--- src/hdl/dnsa_pkg.sv ---
// ----------------------------------------------------------------------------
// dnsa_pkg
// Types and constants for the DNS response A-record extractor.
// ----------------------------------------------------------------------------
package dnsa_pkg;

    localparam int MAX_MESSAGE = 512;

    localparam int POS_W   = 10;
    localparam int QLEN_W  = 9;
    localparam int STAT_W  = 3;
    localparam int FIELD_W = 4;

    localparam int HDR_LEN = 12;

    // header byte offsets
    localparam logic [POS_W-1:0] HDR_FLAGS_HI = POS_W'(2);
    localparam logic [POS_W-1:0] HDR_FLAGS_LO = POS_W'(3);
    localparam logic [POS_W-1:0] HDR_ANCNT_HI = POS_W'(6);
    localparam logic [POS_W-1:0] HDR_ANCNT_LO = POS_W'(7);
    localparam logic [POS_W-1:0] HDR_LAST     = POS_W'(11);

    // fixed answer fields: type, class, ttl, rdlength
    localparam logic [FIELD_W-1:0] FX_TYPE_HI  = FIELD_W'(0);
    localparam logic [FIELD_W-1:0] FX_TYPE_LO  = FIELD_W'(1);
    localparam logic [FIELD_W-1:0] FX_CLASS_HI = FIELD_W'(2);
    localparam logic [FIELD_W-1:0] FX_CLASS_LO = FIELD_W'(3);
    localparam logic [FIELD_W-1:0] FX_RDLEN_HI = FIELD_W'(8);
    localparam logic [FIELD_W-1:0] FX_RDLEN_LO = FIELD_W'(9);
    localparam logic [FIELD_W-1:0] FX_END      = FIELD_W'(10);
    localparam logic [FIELD_W-1:0] ADDR_BYTES  = FIELD_W'(4);

    localparam logic [15:0] RR_TYPE_A  = 16'h0001;
    localparam logic [15:0] RR_CLASS_IN = 16'h0001;
    localparam logic [15:0] A_RDLEN    = 16'h0004;

    localparam logic [15:0] FLAG_QR    = 16'h8000;
    localparam logic [15:0] FLAG_RCODE = 16'h000f;
    localparam logic [7:0]  PTR_MASK   = 8'hc0;

    localparam logic [QLEN_W-1:0] QLEN_RESET = QLEN_W'(17);

    typedef enum logic [STAT_W-1:0] {
        ST_FOUND      = 3'd0,
        ST_NO_A       = 3'd1,
        ST_BAD_LEN    = 3'd2,
        ST_ERR_FLAGS  = 3'd3,
        ST_TRUNC_Q    = 3'd4,
        ST_MALFORMED  = 3'd5,
        ST_TRUNC_DATA = 3'd6
    } status_t;

    typedef enum logic [10:0] {
        PH_PREFIX_HI = 11'b000_0000_0001,
        PH_PREFIX_LO = 11'b000_0000_0010,
        PH_HEADER    = 11'b000_0000_0100,
        PH_QUESTION  = 11'b000_0000_1000,
        PH_NAME      = 11'b000_0001_0000,
        PH_LABEL     = 11'b000_0010_0000,
        PH_POINTER   = 11'b000_0100_0000,
        PH_FIXED     = 11'b000_1000_0000,
        PH_ADDR      = 11'b001_0000_0000,
        PH_RDATA     = 11'b010_0000_0000,
        PH_DRAIN     = 11'b100_0000_0000
    } phase_t;

endpackage

--- src/hdl/dns_response_a_record_extract.sv ---
// ----------------------------------------------------------------------------
// dns_response_a_record_extract
// Walks a DNS-over-TCP response byte by byte and reports the first IN A
// address, or why none was found.
// ----------------------------------------------------------------------------
// Usage:
//   s_axis carries one response byte per request, starting with the 2-byte
//   big-endian length prefix, then the message, then the next prefix.
//   m_axis carries one status per message: found, no A record, or an error.
//   cfg_* writes the question section length; write it only while idle.
// Timing:
//   One byte per cycle unless a result waits on a stalled receiver; each
//   accepted byte updates the parse state. The result lands in the output
//   register on the edge that accepts the deciding byte, so it shows in the next cycle.
// Reset:
//   Parser waits for a length prefix, output empty, question length 17.
// Stall:
//   s_axis_tready stays high while m_axis_tready is high; with the receiver
//   stalled and a result pending, input stops until the result is taken.
// ----------------------------------------------------------------------------
module dns_response_a_record_extract
    import dnsa_pkg::*;
(
    input  logic        clk,
    input  logic        rst_n,
    input  logic        s_axis_tvalid,
    output logic        s_axis_tready,
    input  logic [7:0]  s_axis_tdata,   // [7:0] response_byte
    output logic        m_axis_tvalid,
    input  logic        m_axis_tready,
    output logic [55:0] m_axis_tdata,   // [2:0] status, [34:3] ipv4_address,
                                        // [50:35] response_flags, rest zero
    input  logic        cfg_valid,
    output logic        cfg_ready,
    input  logic [QLEN_W-1:0] cfg_data  // [8:0] question_length
);

    phase_t              phase_reg, phase_next;
    logic [POS_W-1:0]    byte_pos_reg, byte_pos_next;
    logic [POS_W-1:0]    msg_len_reg, msg_len_next;
    logic [15:0]         answers_reg, answers_next;
    logic [15:0]         flags_reg, flags_next;
    logic [7:0]          skip_reg, skip_next;
    logic [FIELD_W-1:0]  field_pos_reg, field_pos_next;
    logic [15:0]         rec_type_reg, rec_type_next;
    logic [15:0]         rec_class_reg, rec_class_next;
    logic [15:0]         data_len_reg, data_len_next;
    logic [31:0]         addr_reg, addr_next;
    logic                reported_reg, reported_next;
    logic [QLEN_W-1:0]   qlen_reg;

    logic                out_valid_reg;
    status_t             out_status_reg;
    logic [31:0]         out_addr_reg;
    logic [15:0]         out_flags_reg;

    logic                accept;
    logic                res_fire;
    status_t             res_status;
    logic [31:0]         res_addr;
    logic                in_prefix;
    logic [7:0]          b;
    logic [POS_W:0]      p_inc;
    logic [POS_W:0]      q_end;
    logic [15:0]         len_full;
    logic [POS_W-1:0]    remaining;
    logic [15:0]         ans_dec;

    assign b         = s_axis_tdata;
    assign accept    = s_axis_tvalid && s_axis_tready;
    assign p_inc     = {1'b0, byte_pos_reg} + (POS_W+1)'(1);
    assign q_end     = (POS_W+1)'(HDR_LEN) + (POS_W+1)'(qlen_reg);
    assign len_full  = {msg_len_reg[7:0], b};
    assign remaining = msg_len_reg - p_inc[POS_W-1:0];
    assign ans_dec   = answers_reg - 16'd1;

    always_comb
    begin
        phase_next     = phase_reg;
        byte_pos_next  = byte_pos_reg;
        msg_len_next   = msg_len_reg;
        answers_next   = answers_reg;
        flags_next     = flags_reg;
        skip_next      = skip_reg;
        field_pos_next = field_pos_reg;
        rec_type_next  = rec_type_reg;
        rec_class_next = rec_class_reg;
        data_len_next  = data_len_reg;
        addr_next      = addr_reg;
        reported_next  = reported_reg;
        res_fire       = 1'b0;
        res_status     = ST_FOUND;
        res_addr       = 32'd0;
        in_prefix      = 1'b0;

        case (phase_reg)
            PH_PREFIX_HI:
            begin
                in_prefix     = 1'b1;
                msg_len_next  = POS_W'(b);
                flags_next    = 16'd0;
                answers_next  = 16'd0;
                reported_next = 1'b0;
                byte_pos_next = '0;
                phase_next    = PH_PREFIX_LO;
            end
            PH_PREFIX_LO:
            begin
                in_prefix = 1'b1;
                if (len_full < 16'(HDR_LEN) || len_full > 16'(MAX_MESSAGE))
                begin
                    msg_len_next  = '0;
                    res_fire      = 1'b1;
                    res_status    = ST_BAD_LEN;
                    reported_next = 1'b1;
                    phase_next    = PH_PREFIX_HI;
                end
                else
                begin
                    msg_len_next  = len_full[POS_W-1:0];
                    byte_pos_next = '0;
                    phase_next    = PH_HEADER;
                end
            end
            PH_HEADER:
            begin
                case (byte_pos_reg)
                    HDR_FLAGS_HI: flags_next = {b, 8'h00};
                    HDR_FLAGS_LO:
                    begin
                        flags_next = {flags_reg[15:8], b};
                        if ((flags_next & FLAG_QR) == 16'd0 ||
                            (flags_next & FLAG_RCODE) != 16'd0)
                        begin
                            res_fire   = 1'b1;
                            res_status = ST_ERR_FLAGS;
                        end
                        else if (q_end > {1'b0, msg_len_reg})
                        begin
                            res_fire   = 1'b1;
                            res_status = ST_TRUNC_Q;
                        end
                    end
                    HDR_ANCNT_HI: answers_next = {b, 8'h00};
                    HDR_ANCNT_LO:
                    begin
                        answers_next = {answers_reg[15:8], b};
                        if (answers_next == 16'd0)
                        begin
                            res_fire   = 1'b1;
                            res_status = ST_NO_A;
                        end
                    end
                    HDR_LAST:
                        phase_next = (qlen_reg == '0) ? PH_NAME : PH_QUESTION;
                    default: ;
                endcase
            end
            PH_QUESTION:
            begin
                if (p_inc >= q_end)
                    phase_next = PH_NAME;
            end
            PH_NAME:
            begin
                if (b == 8'd0)
                begin
                    field_pos_next = '0;
                    phase_next     = PH_FIXED;
                end
                else if ((b & PTR_MASK) == PTR_MASK)
                    phase_next = PH_POINTER;
                else
                begin
                    skip_next  = b;
                    phase_next = PH_LABEL;
                end
            end
            PH_LABEL:
            begin
                skip_next = skip_reg - 8'd1;
                if (skip_next == 8'd0)
                    phase_next = PH_NAME;
            end
            PH_POINTER:
            begin
                field_pos_next = '0;
                phase_next     = PH_FIXED;
            end
            PH_FIXED:
            begin
                case (field_pos_reg)
                    FX_TYPE_HI:  rec_type_next  = {b, 8'h00};
                    FX_TYPE_LO:  rec_type_next  = {rec_type_reg[15:8], b};
                    FX_CLASS_HI: rec_class_next = {b, 8'h00};
                    FX_CLASS_LO: rec_class_next = {rec_class_reg[15:8], b};
                    FX_RDLEN_HI: data_len_next  = {b, 8'h00};
                    FX_RDLEN_LO: data_len_next  = {data_len_reg[15:8], b};
                    default: ;
                endcase
                field_pos_next = field_pos_reg + FIELD_W'(1);
                if (field_pos_next == FX_END)
                begin
                    if (data_len_next > 16'(remaining))
                    begin
                        res_fire   = 1'b1;
                        res_status = ST_TRUNC_DATA;
                    end
                    else if (rec_type_reg == RR_TYPE_A && rec_class_reg == RR_CLASS_IN &&
                             data_len_next == A_RDLEN)
                    begin
                        addr_next      = 32'd0;
                        field_pos_next = '0;
                        phase_next     = PH_ADDR;
                    end
                    else if (data_len_next == 16'd0)
                    begin
                        answers_next = ans_dec;
                        if (ans_dec == 16'd0)
                        begin
                            res_fire   = 1'b1;
                            res_status = ST_NO_A;
                        end
                        else
                            phase_next = PH_NAME;
                    end
                    else
                        phase_next = PH_RDATA;
                end
            end
            PH_ADDR:
            begin
                addr_next      = {addr_reg[23:0], b};
                field_pos_next = field_pos_reg + FIELD_W'(1);
                if (field_pos_next >= ADDR_BYTES)
                begin
                    res_fire   = 1'b1;
                    res_status = ST_FOUND;
                    res_addr   = addr_next;
                end
            end
            PH_RDATA:
            begin
                data_len_next = data_len_reg - 16'd1;
                if (data_len_next == 16'd0)
                begin
                    answers_next = ans_dec;
                    if (ans_dec == 16'd0)
                    begin
                        res_fire   = 1'b1;
                        res_status = ST_NO_A;
                    end
                    else
                        phase_next = PH_NAME;
                end
            end
            default: ;  // drain: count bytes only
        endcase

        if (!in_prefix)
        begin
            if (res_fire)
            begin
                reported_next = 1'b1;
                phase_next    = PH_DRAIN;
            end
            byte_pos_next = p_inc[POS_W-1:0];
            // last byte of the message: report malformed if nothing went out yet
            if (p_inc >= {1'b0, msg_len_reg})
            begin
                if (!reported_next)
                begin
                    res_fire      = 1'b1;
                    res_status    = ST_MALFORMED;
                    res_addr      = 32'd0;
                    reported_next = 1'b1;
                end
                phase_next    = PH_PREFIX_HI;
                byte_pos_next = '0;
            end
        end
    end

    always_ff @(posedge clk or negedge rst_n)
    begin
        if (!rst_n)
        begin
            phase_reg     <= PH_PREFIX_HI;
            byte_pos_reg  <= '0;
            msg_len_reg   <= '0;
            answers_reg   <= '0;
            flags_reg     <= '0;
            skip_reg      <= '0;
            field_pos_reg <= '0;
            rec_type_reg  <= '0;
            rec_class_reg <= '0;
            data_len_reg  <= '0;
            addr_reg      <= '0;
            reported_reg  <= 1'b0;
        end
        else if (accept)
        begin
            phase_reg     <= phase_next;
            byte_pos_reg  <= byte_pos_next;
            msg_len_reg   <= msg_len_next;
            answers_reg   <= answers_next;
            flags_reg     <= flags_next;
            skip_reg      <= skip_next;
            field_pos_reg <= field_pos_next;
            rec_type_reg  <= rec_type_next;
            rec_class_reg <= rec_class_next;
            data_len_reg  <= data_len_next;
            addr_reg      <= addr_next;
            reported_reg  <= reported_next;
        end
    end

    always_ff @(posedge clk or negedge rst_n)
    begin
        if (!rst_n)
            qlen_reg <= QLEN_RESET;
        else if (cfg_valid && cfg_ready)
            qlen_reg <= cfg_data;
    end

    always_ff @(posedge clk or negedge rst_n)
    begin
        if (!rst_n)
            out_valid_reg <= 1'b0;
        else if (accept && res_fire)
            out_valid_reg <= 1'b1;
        else if (m_axis_tready)
            out_valid_reg <= 1'b0;
    end

    always_ff @(posedge clk)
    begin
        if (accept && res_fire)
        begin
            out_status_reg <= res_status;
            out_addr_reg   <= res_addr;
            out_flags_reg  <= flags_next;
        end
    end

    assign s_axis_tready = !out_valid_reg || m_axis_tready;
    assign cfg_ready     = 1'b1;
    assign m_axis_tvalid = out_valid_reg;
    assign m_axis_tdata  = {5'd0, out_flags_reg, out_addr_reg, out_status_reg};

`ifndef SYNTHESIS
    a_result_loaded: assert property (@(posedge clk) disable iff (!rst_n)
        accept && res_fire |=> m_axis_tvalid && m_axis_tdata[2:0] == $past(res_status))
        else $error("result not loaded into output register");

    a_drain_reported: assert property (@(posedge clk) disable iff (!rst_n)
        phase_reg == PH_DRAIN |-> reported_reg)
        else $error("draining a message that has no status");

    a_found_flags: assert property (@(posedge clk) disable iff (!rst_n)
        accept && res_fire && res_status == ST_FOUND |=>
            m_axis_tdata[50] && m_axis_tdata[38:35] == 4'd0)
        else $error("address reported with bad header flags");

    a_header_start: assert property (@(posedge clk) disable iff (!rst_n)
        accept && phase_reg == PH_PREFIX_LO && !res_fire |=>
            phase_reg == PH_HEADER && byte_pos_reg == '0 && !reported_reg)
        else $error("payload did not start at header byte zero");
`endif

endmodule
--- config.mk ---
export PLATFORM = sky130hd
export DESIGN_NAME = dns_response_a_record_extract
export DESIGN_NICKNAME = d
export VERILOG_FILES = /design/src/hdl/dnsa_pkg.sv /design/src/hdl/dns_response_a_record_extract.sv
export SDC_FILE = /design/constraint.sdc
export NUM_CORES = 1
export LEC_CHECK = 0
export ABC_AREA = 1
export BUFFER_PORTS_ARGS = -buffer_cell sky130_fd_sc_hd__buf_2
export CORE_MARGIN = 10
export CORE_UTILIZATION = 56
export CTS_CLUSTER_SIZE = 16
export DETAILED_ROUTE_END_ITERATION = 12
export PLACE_DENSITY = 0.77
export SETUP_SLACK_MARGIN = 0.5
export SLEW_MARGIN = 0
export SYNTH_ARGS = -nofsm -noshare
export SYNTH_HDL_FRONTEND = slang
export SYNTH_SLANG_ARGS = --single-unit
--- constraint.sdc ---
create_clock -name clk -period 4.6 [get_ports clk]
set_input_delay 0.23 -clock clk [delete_from_list [all_inputs] [get_ports clk]]
set_output_delay 0.23 -clock clk [all_outputs]
set_load 0.02 [all_outputs]
==> metrics.txt <==
# TYPE chip_impl_metric gauge
chip_impl_info{name="reg2reg_to",value="out_addr_reg[8]"} 1
chip_impl_metric{name="io_buffer_count",unit=""} 74
chip_impl_metric{name="timing.critical_path.slowest_cell_delay",unit="ns"} 0.45
chip_impl_metric{name="r2r_setup_slack",unit="ns"} 0.16
chip_impl_metric{name="number_of_global_route_vias_before_repair",unit=""} 11545
chip_impl_metric{name="min_period_over_period",unit="%"} 96.6
chip_impl_metric{name="grt_max_degree",unit=""} 85
chip_impl_metric{name="floorplan.initialDensity",unit="%"} 56.6
chip_impl_metric{name="hpwlAfterDp",unit="µm"} 26500
chip_impl_metric{name="power-per-cell-area",unit="mW/mm²"} 579
chip_impl_metric{name="via_count",unit=""} 12491
chip_impl_metric{name="detail-route-antenna-nets",unit=""} 0
chip_impl_metric{name="detail_route.wl_per_cell",unit="µm"} 18.5
chip_impl_metric{name="transition_time_of_the_tightest_slew_check_pin",unit="ns"} 0.926
chip_impl_metric{name="total_leakage_power",unit="nW"} 7.18
chip_impl_metric{name="timing.critical_path.arrival",unit="ns"} 4.73
chip_impl_metric{name="die_width",unit="µm"} 171
chip_impl_metric{name="cap_violations",unit=""} 0
chip_impl_metric{name="io_pins",unit=""} 81
chip_impl_metric{name="detail_route.first_pass.iterations",unit=""} 12
chip_impl_info{name="clk_root_buffer_cell",value="sky130_fd_sc_hd__clkbuf_16"} 1
chip_impl_metric{name="largest_register_ffs",unit=""} 32
chip_impl_metric{name="clkTransAtPathRegs",unit="ns"} 0.06
chip_impl_info{name="crit-reg2reg-launch",value="byte_pos_reg[0]"} 1
chip_impl_metric{name="stdcell_area",unit="mm²"} 0.0153
chip_impl_info{name="critical_setup_path_kind",value="flip-flop to flip-flop"} 1
chip_impl_metric{name="layout.nets",unit=""} 1916
chip_impl_metric{name="hold_violations",unit=""} 0
chip_impl_metric{name="antenna_cells_inserted",unit=""} 0
chip_impl_metric{name="drt-initial-drc-count",unit=""} 1576
chip_impl_metric{name="setup_slack",unit="ns"} 0.157
chip_impl_metric{name="htree_num_levels",unit=""} 1
chip_impl_metric{name="worst_ep_required_time",unit="ns"} 4.89
chip_impl_metric{name="setup_viol_count_final",unit=""} 0
chip_impl_metric{name="post-route-drc-count",unit=""} 0
chip_impl_metric{name="asyncSetResetFlopFracSynth",unit="%"} 75.6
chip_impl_metric{name="synthToLayoutAreaGrowth",unit="%"} 20.5
chip_impl_metric{name="cts_buffer_depth",unit=""} 3
chip_impl_metric{name="clock_sinks",unit=""} 209
chip_impl_metric{name="timing.critical_path.fanout_max",unit=""} 5
chip_impl_metric{name="synth.lib_cells_used.distinct",unit=""} 54
chip_impl_metric{name="worst-r2r-cell-count",unit=""} 28
chip_impl_metric{name="place_congestion",unit=""} 1.01
chip_impl_metric{name="grt_overflow",unit=""} 0
chip_impl_metric{name="global_route_wire_length_before_repair",unit="µm"} 59700
chip_impl_info{name="critical_path_start_type",value="flip-flop"} 1
chip_impl_metric{name="post_dp_cell_area",unit="mm²"} 0.0135
chip_impl_info{name="path_common_cell",value="sky130_fd_sc_hd__buf_6"} 1
chip_impl_info{name="run_status",value="finished clean"} 1
chip_impl_info{name="timing.critical_path.to_type",value="flip-flop"} 1
chip_impl_metric{name="cts_made_buffers",unit=""} 24
chip_impl_info{name="tritoncts",value="yes"} 1
chip_impl_metric{name="synth_edf_count",unit=""} 51
chip_impl_metric{name="worst_case_clock_skew",unit="ns"} 0.0232
chip_impl_metric{name="syn-instance-count",unit=""} 1688
chip_impl_metric{name="avgViaCountPerCell",unit=""} 5.85
chip_impl_metric{name="design.core.area",unit="mm²"} 0.0225
chip_impl_metric{name="fmax",unit="MHz"} 225
chip_impl_metric{name="finalWirelength",unit="µm"} 39500
chip_impl_info{name="synth_ff_type",value="sky130_fd_sc_hd__dfrtp_1"} 1
chip_impl_info{name="timing.critical_path.from",value="byte_pos_reg[0]"} 1
chip_impl_metric{name="synth_area_per_cell",unit="µm²"} 7.55
chip_impl_metric{name="dieArea",unit="mm²"} 0.0292
chip_impl_metric{name="final_period_minus_worst_setup_slack",unit="ns"} 4.44
chip_impl_info{name="hold_path.class",value="input port to flip-flop"} 1
chip_impl_metric{name="yosys_warnings",unit=""} 0
chip_impl_metric{name="track_usage",unit="%"} 25.4
chip_impl_info{name="timing.critical_path.slowest_stage_cell",value="sky130_fd_sc_hd__dfrtp_2"} 1
chip_impl_metric{name="report.final.slew_viol_count",unit=""} 0
chip_impl_metric{name="irDropWorstVdd",unit="µV"} 257
chip_impl_metric{name="depth_of_the_worst_hold_timing_path",unit=""} 3
chip_impl_metric{name="layout-drive-gt1-share",unit="%"} 15.1
chip_impl_metric{name="number_of_flip_flops_and_latches_in_the_synthesized_netlist",unit=""} 209
chip_impl_metric{name="syn-cell-area",unit="mm²"} 0.0127
chip_impl_metric{name="die_h",unit="µm"} 171
chip_impl_info{name="worst_setup_path_endpoint",value="out_addr_reg[8]"} 1
chip_impl_info{name="rsz0062_at_grt",value="yes"} 1
chip_impl_metric{name="core.rowCount",unit=""} 55
chip_impl_metric{name="timing.max_slew.rel_slack",unit="%"} 38.0
chip_impl_metric{name="worst_skew_pair.late_latency",unit="ns"} 0.53
chip_impl_metric{name="detailedPlace.worstSlack",unit="ns"} 0.158
chip_impl_metric{name="antenna_found_initial",unit=""} 1
chip_impl_metric{name="synth_seq_area_share",unit="%"} 43.1
## placed cells by master (no fill, tap or decap), types with 33 or more instances in the layout
master                     synthesis  routed
sky130_fd_sc_hd__nand2_1         415     398
sky130_fd_sc_hd__inv_1           231     224
sky130_fd_sc_hd__ha_1             61      53
sky130_fd_sc_hd__a21oi_1          57      51
sky130_fd_sc_hd__edfxtp_1         51      51
sky130_fd_sc_hd__o22ai_1          33      33
sky130_fd_sc_hd__nand3_1          91      88
sky130_fd_sc_hd__nor2_1          216     212
sky130_fd_sc_hd__dfrtp_1         155     152
sky130_fd_sc_hd__buf_4             7      43
sky130_fd_sc_hd__buf_2             5      73
sky130_fd_sc_hd__o21ai_0         111     105
## how the worst min path moves through the flow
stage	startpoint	end	slack (ns)
floorplan	rst_n	addr_reg[0]	-0.07
global placement	rst_n	data_len_reg[15]	0.35
detailed placement	rst_n	data_len_reg[15]	0.35
CTS	s_axis_tdata[0]	skip_reg[0]	0.01
global route	s_axis_tdata[4]	addr_reg[4]	0.04
finish	s_axis_tdata[0]	skip_reg[0]	0.03
## synthesized netlist by cell type (26+ instances only)
library cell                 n  area share, %
sky130_fd_sc_hd__edfxtp_1   51             12
sky130_fd_sc_hd__nand2_1   415             12
sky130_fd_sc_hd__nor2_1    216            6.4
sky130_fd_sc_hd__inv_1     231            6.8
sky130_fd_sc_hd__o21ai_0   111            4.4
sky130_fd_sc_hd__ha_1       61            6.0
sky130_fd_sc_hd__nand3_1    91            3.6
sky130_fd_sc_hd__nand4_1    26            1.3
sky130_fd_sc_hd__o22ai_1    33            1.6
sky130_fd_sc_hd__dfrtp_1   155             30
sky130_fd_sc_hd__a21oi_1    57            2.2
## metrics by stage
step | TNS, ns | hold WS, ns | utilization, % | std cells | power, mW
2_1_floorplan | 0 | -0.0656 | - | 1692 | 5.27
3_3_place_gp | 0 | 0.352 | 60.1 | 2029 | 6.16
3_5_place_dp | 0 | 0.354 | 60.1 | 2029 | 6.23
4_1_cts | 0 | 0.0111 | 65.5 | 2106 | 8.34
5_1_grt | -1.55 | 0.0424 | 68.2 | 2135 | 9.49
6_report | 0 | 0.0281 | 68.2 | 2135 | 8.88
## worst max-delay path: cells and delay by family, from the launching register on
family,cells,cell delay [ns]
compound gates,4,0.65
xor+xnor,2,0.34
fa+ha+maj,3,0.78
buf+inv,7,0.64
flops,1,0.45
simple gates,12,1.34
## final cells by class
| type | instances | area [µm²] |
|---|---|---|
| Inverter | 249 | 941 |
| Multi-Input combinational cell | 1192 | 6460 |
| Clock buffer | 29 | 639 |
| Sequential cell | 209 | 5490 |
| Fill cell | 1771 | 7160 |
| Tap cell | 285 | 357 |
| Timing Repair Buffer | 156 | 1310 |
| Clock inverter | 15 | 154 |
## kinds of logic (layout without fill, tap and decap cells)
group	Yosys count	in the layout	synth area share, %
AO/OA/AOI/OAI	297	297	13.7
AND/OR/NAND/NOR	805	805	26.3
other	2	6	0.0590
flip-flops	209	209	43.1
buffers and inverters	291	449	9.19
XOR/XNOR	22	22	1.51
adder cells (fa/ha/maj)	62	62	6.15
## repair_timing
action | in CTS | in global routing
endpoints found under the setup margin | 98 | 108
gates cloned | 3 | 10
pin swaps | 6 | 40
setup buffers | 20 | 19
hold buffers | 10 | 0
resized for setup | 18 | 59
hold endpoints to repair | 90 | 0
## power by group
part	switching (mW)	leakage, nW	internal (mW)	total (mW)
clock network	0.807	0.380	1.11	1.92
registers	0.301	2.54	2.28	2.58
logic	2.80	4.26	1.58	4.38
total	3.90	7.18	4.98	8.88
## routing by layer
metal | share of wire [%] | track usage, % | up-vias
met5 | 0.033 | 0 | -
met4 | 4.9 | 10.1 | 2
met3 | 8.8 | 4.86 | 171
met2 | 47 | 42.0 | 612
met1 | 40 | 32.0 | 5882
li1 | - | - | 5824
Power figures use the tool's default switching activity.
